$ cat src/design/assert_macros.svh
// Assertion helpers shared by the tracker modules.
`ifndef ASSERT_MACROS_SVH
`define ASSERT_MACROS_SVH

// Same-cycle implication, disabled while reset is high.
`define SFT_ASSERT_IMPLY(label, clk, rst, ante, cons) \
   label: assert property (@(posedge clk) disable iff (rst) (ante) |-> (cons)) \
      else $error("tracker assertion failed");

// Next-cycle implication, disabled while reset is high.
`define SFT_ASSERT_NEXT(label, clk, rst, ante, cons) \
   label: assert property (@(posedge clk) disable iff (rst) (ante) |=> (cons)) \
      else $error("tracker assertion failed");

`endif

$ cat src/design/sft_pkg.sv
package sft_pkg;

   localparam int SFT_LINES_W = 16;
   localparam int SFT_USED_W  = 17;

   localparam logic [2:0] MODE_LOOKUP     = 3'd0;
   localparam logic [2:0] MODE_LOOKUP_ANY = 3'd1;
   localparam logic [2:0] MODE_RESERVE    = 3'd2;
   localparam logic [2:0] MODE_FILL       = 3'd3;
   localparam logic [2:0] MODE_COUNT_UP   = 3'd4;
   localparam logic [2:0] MODE_FLUSH      = 3'd5;
   localparam logic [2:0] MODE_FLUSH_W    = 3'd6;
   localparam logic [2:0] MODE_SPACE      = 3'd7;

   localparam logic [2:0] ST_OK         = 3'd0;
   localparam logic [2:0] ST_NO_ROOM    = 3'd1;
   localparam logic [2:0] ST_PRESENT    = 3'd2;
   localparam logic [2:0] ST_MISMATCH   = 3'd3;
   localparam logic [2:0] ST_NOT_ALLOC  = 3'd4;
   localparam logic [2:0] ST_BAD_FILL   = 3'd5;
   localparam logic [2:0] ST_TABLE_FULL = 3'd6;

   localparam logic CSR_CAPACITY = 1'b0;
   localparam logic CSR_ACC_MODE = 1'b1;

   localparam logic [SFT_USED_W-1:0] CAPACITY_RESET = 17'd4096;

   typedef struct packed {
      logic [2:0]  mode;
      logic        buffer_sel;
      logic [31:0] tile_address;
      logic [15:0] alloc_lines;
      logic [15:0] request_count;
      logic        holds_input;
   } sft_req_type;

   typedef struct packed {
      logic [2:0]  status;
      logic        present;
      logic        ready_res;
      logic        reserved_new;
      logic        room_for_size;
      logic        not_full;
      logic [16:0] used_lines;
   } sft_rsp_type;

   typedef struct packed {
      logic load_req;
      logic load_match;
      logic rd_sweep;
      logic exec;
      logic load_rsp;
   } sft_cmd_type;

   typedef struct packed {
      logic [2:0] mode;
      logic       sweep_last;
      logic       rsp_free;
   } sft_sts_type;

endpackage

$ cat src/design/sft_ctrl.sv
`include "assert_macros.svh"

module sft_ctrl (
   input  logic                clock,
   input  logic                reset,
   input  logic                req_valid,
   output logic                req_ready,
   input  sft_pkg::sft_sts_type sts,
   output sft_pkg::sft_cmd_type cmd
);
   import sft_pkg::*;

   localparam logic [2:0] S_IDLE   = 3'd0;
   localparam logic [2:0] S_SEARCH = 3'd1;
   localparam logic [2:0] S_READ   = 3'd2;
   localparam logic [2:0] S_SWEEP  = 3'd3;
   localparam logic [2:0] S_DRAIN  = 3'd4;
   localparam logic [2:0] S_EXEC   = 3'd5;
   localparam logic [2:0] S_POST   = 3'd6;

   logic [2:0] state_ff;
   logic [2:0] state_in;

   always_comb begin
      state_in = state_ff;
      cmd      = '0;
      case (state_ff)
         S_IDLE: begin
            cmd.load_req = req_valid;
            if (req_valid) begin
               state_in = S_SEARCH;
            end
         end
         S_SEARCH: begin
            cmd.load_match = 1'b1;
            state_in = (sts.mode == MODE_FLUSH_W) ? S_SWEEP : S_READ;
         end
         S_READ: begin
            state_in = S_EXEC;
         end
         S_SWEEP: begin
            cmd.rd_sweep = 1'b1;
            if (sts.sweep_last) begin
               state_in = S_DRAIN;
            end
         end
         S_DRAIN: begin
            state_in = S_EXEC;
         end
         S_EXEC: begin
            cmd.exec = 1'b1;
            state_in = S_POST;
         end
         S_POST: begin
            cmd.load_rsp = sts.rsp_free;
            if (sts.rsp_free) begin
               state_in = S_IDLE;
            end
         end
         default: begin
            state_in = S_IDLE;
         end
      endcase
   end

   always_ff @(posedge clock) begin
      if (reset) begin
         state_ff <= S_IDLE;
      end else begin
         state_ff <= state_in;
      end
   end

   assign req_ready = (state_ff == S_IDLE);

   `SFT_ASSERT_NEXT(a_exec_after_read, clock, reset, cmd.exec, state_ff == S_POST)
   `SFT_ASSERT_IMPLY(a_exec_source, clock, reset, cmd.exec,
      $past(state_ff) == S_READ || $past(state_ff) == S_DRAIN)
   `SFT_ASSERT_NEXT(a_rsp_to_idle, clock, reset, cmd.load_rsp, req_ready)

endmodule

$ cat config.mk
export PLATFORM = sky130hd
export DESIGN_NAME = sft_ctrl
export DESIGN_NICKNAME = d
export VERILOG_FILES = /design/src/design/sft_pkg.sv /design/src/design/sft_ctrl.sv
export VERILOG_INCLUDE_DIRS = /design/src /design/src/design
export SDC_FILE = /design/constraint.sdc
export NUM_CORES = 1
export LEC_CHECK = 0
export BUFFER_PORTS_ARGS = -buffer_cell sky130_fd_sc_hd__buf_2
export CORE_AREA = 2 2 39 41
export CTS_CLUSTER_SIZE = 30
export DETAILED_ROUTE_END_ITERATION = 8
export DIE_AREA = 0 0 41 43
export PLACE_DENSITY = 0.53
export SETUP_SLACK_MARGIN = 0.5
export SYNTH_ARGS = -nofsm -noshare
export SYNTH_HDL_FRONTEND = slang
export SYNTH_SLANG_ARGS = --single-unit
export TNS_END_PERCENT = 30
$ cat constraint.sdc
create_clock -name clock -period 3.95 [get_ports clock]
set_input_delay 0.395 -clock clock [delete_from_list [all_inputs] [get_ports clock]]
set_output_delay 0.395 -clock clock [all_outputs]
set_load 0.05 [all_outputs]
==> run summary <==
TIMING
------------------------------------------------------------------------------------
Final clock skew                                                          0.00249 ns
Final-layout setup total negative slack                                         0 ns
Setup violators final                                                              0
Fraction of the cycle the final worst path needs                               43.5%
Maximum clock frequency                                                    0.582 GHz
Hold Violations, Final                                                             0
Clock period minus final worst setup slack                                   1.72 ns
Number of pins exceeding their max-slew limit in the final report                  0
Worst-case hold slack                                                       0.383 ns
Transition time at the pin with the least slew margin                       0.366 ns
Max transition margin                                                          75.6%
Unrepaired setup endpoints after global routing                                false

CLOCK NETWORK
------------------------------------------------------------------------------------
Clock root buffer                                                       sky130_fd_sc_hd__clkbuf_4
Clock tree from TritonCTS                                                      built
CTS-repair resized insts                                                           0
Latest clock arrival within the worst-skew pair                              0.23 ns
Maximum level of the CTS H-tree                                                    1
Number of buffers created by CTS                                                   3
Post-CTS setup repair buffer count                                                 0
Register clock-pin slew on the reported worst setup and hold paths           0.04 ns
Clock sinks                                                                        3
Number of buffers inserted for hold repair after clock tree synthesis              0
Number of buffers between clock root and the deepest sink                          2

POWER
------------------------------------------------------------------------------------
Worst supply voltage drop on vdd                                            0.212 mV
Leakage power figure                                                        0.171 nW
Ratio of total power to cell area                                         653 mW/mm²
Post-route total power                                                    0.000227 W

FLOORPLAN
------------------------------------------------------------------------------------
Die Width                                                                      41 µm
Boundary pin count                                                                14
Initial Utilization                                                            18.8%
Die ar.                                                                  0.00176 mm²
Core area                                                                0.00138 mm²
Die Y-Extent                                                                   43 µm
Site Rows                                                                         14

FINAL LAYOUT
------------------------------------------------------------------------------------
Area growth from synthesis to layout                                           33.7%
Diodes inserted                                                                    0
Count of fill cells added during filler insertion                                156
Number of flip-flops in the largest register                                       3
Largest registers ranked by flip-flop count                             state_ff: 3 flops
Share of final-layout standard cells stronger than drive strength 1            38.3%
Biggest register                                                            state_ff
Final non-filler cell area                                                   348 µm²
Layout Utilization                                                             25.1%
Net count reported at finish                                                      57

YOSYS
------------------------------------------------------------------------------------
Synthesis warning total                                                            0
Sequential fraction of the synthesis area                                      23.1%
Compound-Gate Fraction of Synth Area                                           24.5%
Adder and majority gate portion of the synthesized area                        4.81%
Cell variety after synth                                                          22
Proportion of synthesized area in mux cells                                       0%
Netlist Area Pre-Place                                                       260 µm²
Synthesized area divided by synthesized cell count                          7.89 µm²
Main combinational cell family by area after synthesis                  simple AND/OR/NAND/NOR gates
Post-synthesis net count                                                          42
Simple-gate portion of the synthesized area                                    34.1%
Number of standard cells after synthesis                                          33
Post-synthesis share of cell area spent on xor and xnor gates                     0%
Synth Register Bits                                                                3

PLACEMENT
------------------------------------------------------------------------------------
Quantity of I/O buffers inserted on ports                                         13
Global placement routability congestion                                        0.735
HPWL Detailed                                                                 453 µm
Placed Instance Area                                                         322 µm²

MIN PATH
------------------------------------------------------------------------------------
Worst hold path class                                                   input port to register

SETUP PATH
------------------------------------------------------------------------------------
Worst endpoint data arrival time                                             1.32 ns
Maximum fanout along the worst path                                               12
Required time reported for the critical path endpoint                        3.56 ns
Type of element capturing the critical path                              output port
Startpoint types                                                            register
Critical path type                                                      register to output port

ROUTE
------------------------------------------------------------------------------------
First-pass DRT Iterations                                                          3
Vias per std cell                                                               4.37
DRC viols                                                                          0
Wire length per cell                                                         9.73 µm
Post-Route WL                                                                 613 µm
Antenna viol nets, final                                                           0
Total number of vias                                                             275
Number of DRC violations after detailed-routing iteration 0                        4

GRT
------------------------------------------------------------------------------------
Global-route congestion overflow total                                             0
Total GRT Usage                                                                8.73%
Initial antenna violation count                                                    0
Via count of the first global-routing pass                                       224
Maximum number of pins on one net before global-route repair                      13
Wire length of the first global-routing pass                                  972 µm

RUN
------------------------------------------------------------------------------------
Reported max-cap violation count                                                   0

OUTCOME
------------------------------------------------------------------------------------
Status                                                                  finished, final reports clean

==> metal layers <==
metal | up-vias | GRT usage, % | wire length (µm)
li1 | 145 | - | -
met1 | 121 | 10.3 | 274
met2 | 9 | 11.3 | 293
met3 | 0 | 3.66 | 44
met4 | 0 | 8.00 | 0
met5 | - | 0 | 0
==> cell usage after synthesis <==
cell type | count | area, µm²
sky130_fd_sc_hd__o21a_1 | 1 | 7.51
sky130_fd_sc_hd__o221a_1 | 1 | 11.3
sky130_fd_sc_hd__and2_1 | 1 | 6.26
sky130_fd_sc_hd__o22ai_1 | 1 | 6.26
sky130_fd_sc_hd__nand3b_1 | 1 | 7.51
sky130_fd_sc_hd__nand2_1 | 2 | 7.51
sky130_fd_sc_hd__o211ai_2 | 1 | 12.5
sky130_fd_sc_hd__nor4bb_1 | 1 | 10.0
sky130_fd_sc_hd__inv_1 | 3 | 11.3
sky130_fd_sc_hd__buf_6 | 1 | 11.3
sky130_fd_sc_hd__buf_2 | 1 | 5.00
sky130_fd_sc_hd__dfxtp_1 | 3 | 60.1
sky130_fd_sc_hd__buf_4 | 1 | 7.51
sky130_fd_sc_hd__a2bb2oi_1 | 1 | 8.76
sky130_fd_sc_hd__nor3_1 | 2 | 10.0
sky130_fd_sc_hd__nand4bb_1 | 1 | 11.3
sky130_fd_sc_hd__nor2_1 | 5 | 18.8
sky130_fd_sc_hd__or3_1 | 1 | 6.26
sky130_fd_sc_hd__o21ai_0 | 2 | 10.0
sky130_fd_sc_hd__ha_1 | 1 | 12.5
sky130_fd_sc_hd__or4_4 | 1 | 11.3
sky130_fd_sc_hd__o211ai_1 | 1 | 7.51
==> per-stage QoR <==
stage,instances,setup WS [ns]
floorplan,33,1.43
global placement,59,2.49
detailed placement,59,2.46
CTS,63,2.21
global route,63,2.13
finish,63,2.23
==> critical path: stages (launching register included) <==
cell,delay (ns)
sky130_fd_sc_hd__dfxtp_1,0.53
sky130_fd_sc_hd__nand3b_1,0.19
sky130_fd_sc_hd__nor2_1,0.11
sky130_fd_sc_hd__buf_2,0.26
==> cell families (layout without fill, tap and decap cells) <==
group | after synthesis | count (layout)
flip-flops | 3 | 3
AND/OR/NAND/NOR | 15 | 15
adder cells (fa/ha/maj) | 1 | 1
AO/OA/AOI/OAI | 8 | 8
buffers and inverters | 6 | 20
==> worst paths after layout <==
kind	to	start	depth (start not counted)	slack (ns)
max	cmd[0]	state_ff[2]$_SDFFE_PP0P_	3	2.23
min reg2reg	state_ff[1]$_SDFFE_PP0P_	state_ff[0]$_SDFFE_PP0P_	2	0.66
max reg2reg	state_ff[2]$_SDFFE_PP0P_	state_ff[1]$_SDFFE_PP0P_	3	2.62
min	state_ff[1]$_SDFFE_PP0P_	reset	2	0.38
==> cells in the final DEF (no fill, tap or decap) <==
cell type | netlist | final
sky130_fd_sc_hd__or4_4 | 1 | 1
sky130_fd_sc_hd__o211ai_1 | 1 | 1
sky130_fd_sc_hd__dfxtp_1 | 3 | 3
sky130_fd_sc_hd__buf_2 | 1 | 13
sky130_fd_sc_hd__inv_1 | 3 | 3
sky130_fd_sc_hd__o211ai_2 | 1 | 1
sky130_fd_sc_hd__clkbuf_4 | 0 | 3
sky130_fd_sc_hd__nor3_1 | 2 | 2
sky130_fd_sc_hd__nor2_1 | 5 | 5
sky130_fd_sc_hd__or3_1 | 1 | 1
sky130_fd_sc_hd__o22ai_1 | 1 | 1
sky130_fd_sc_hd__o21ai_0 | 2 | 2
sky130_fd_sc_hd__nor4bb_1 | 1 | 1
sky130_fd_sc_hd__and2_1 | 1 | 1
sky130_fd_sc_hd__a2bb2oi_1 | 1 | 1
sky130_fd_sc_hd__clkbuf_1 | 0 | 1
sky130_fd_sc_hd__nand2_1 | 2 | 2
sky130_fd_sc_hd__ha_1 | 1 | 1
sky130_fd_sc_hd__o21a_1 | 1 | 1
sky130_fd_sc_hd__o221a_1 | 1 | 1
sky130_fd_sc_hd__nand3b_1 | 1 | 1
sky130_fd_sc_hd__nand4bb_1 | 1 | 1
==> power by group <==
| part | internal (W) | leakage (nW) | switching (W) | total (W) |
|---|---|---|---|---|
| Sequential | 0.0000389 | 0.0248 | 0.0000223 | 0.0000612 |
| Clock | 0.0000379 | 0.0150 | 0.0000159 | 0.0000537 |
| Combinational | 0.0000376 | 0.131 | 0.0000744 | 0.000112 |
| Total | 0.000114 | 0.171 | 0.000113 | 0.000227 |
==> cell type report <==
cell class	count	area (µm²)	area share (%)
Inverter	3	11.3	3.24
Clock buffer	4	26.3	7.55
Timing Repair Buffer	13	65.1	18.7
Multi-Input combinational cell	24	165	47.5
Sequential cell	3	60.1	17.3
Tap cell	16	20.0	5.76
Power figures use the tool's default switching activity.
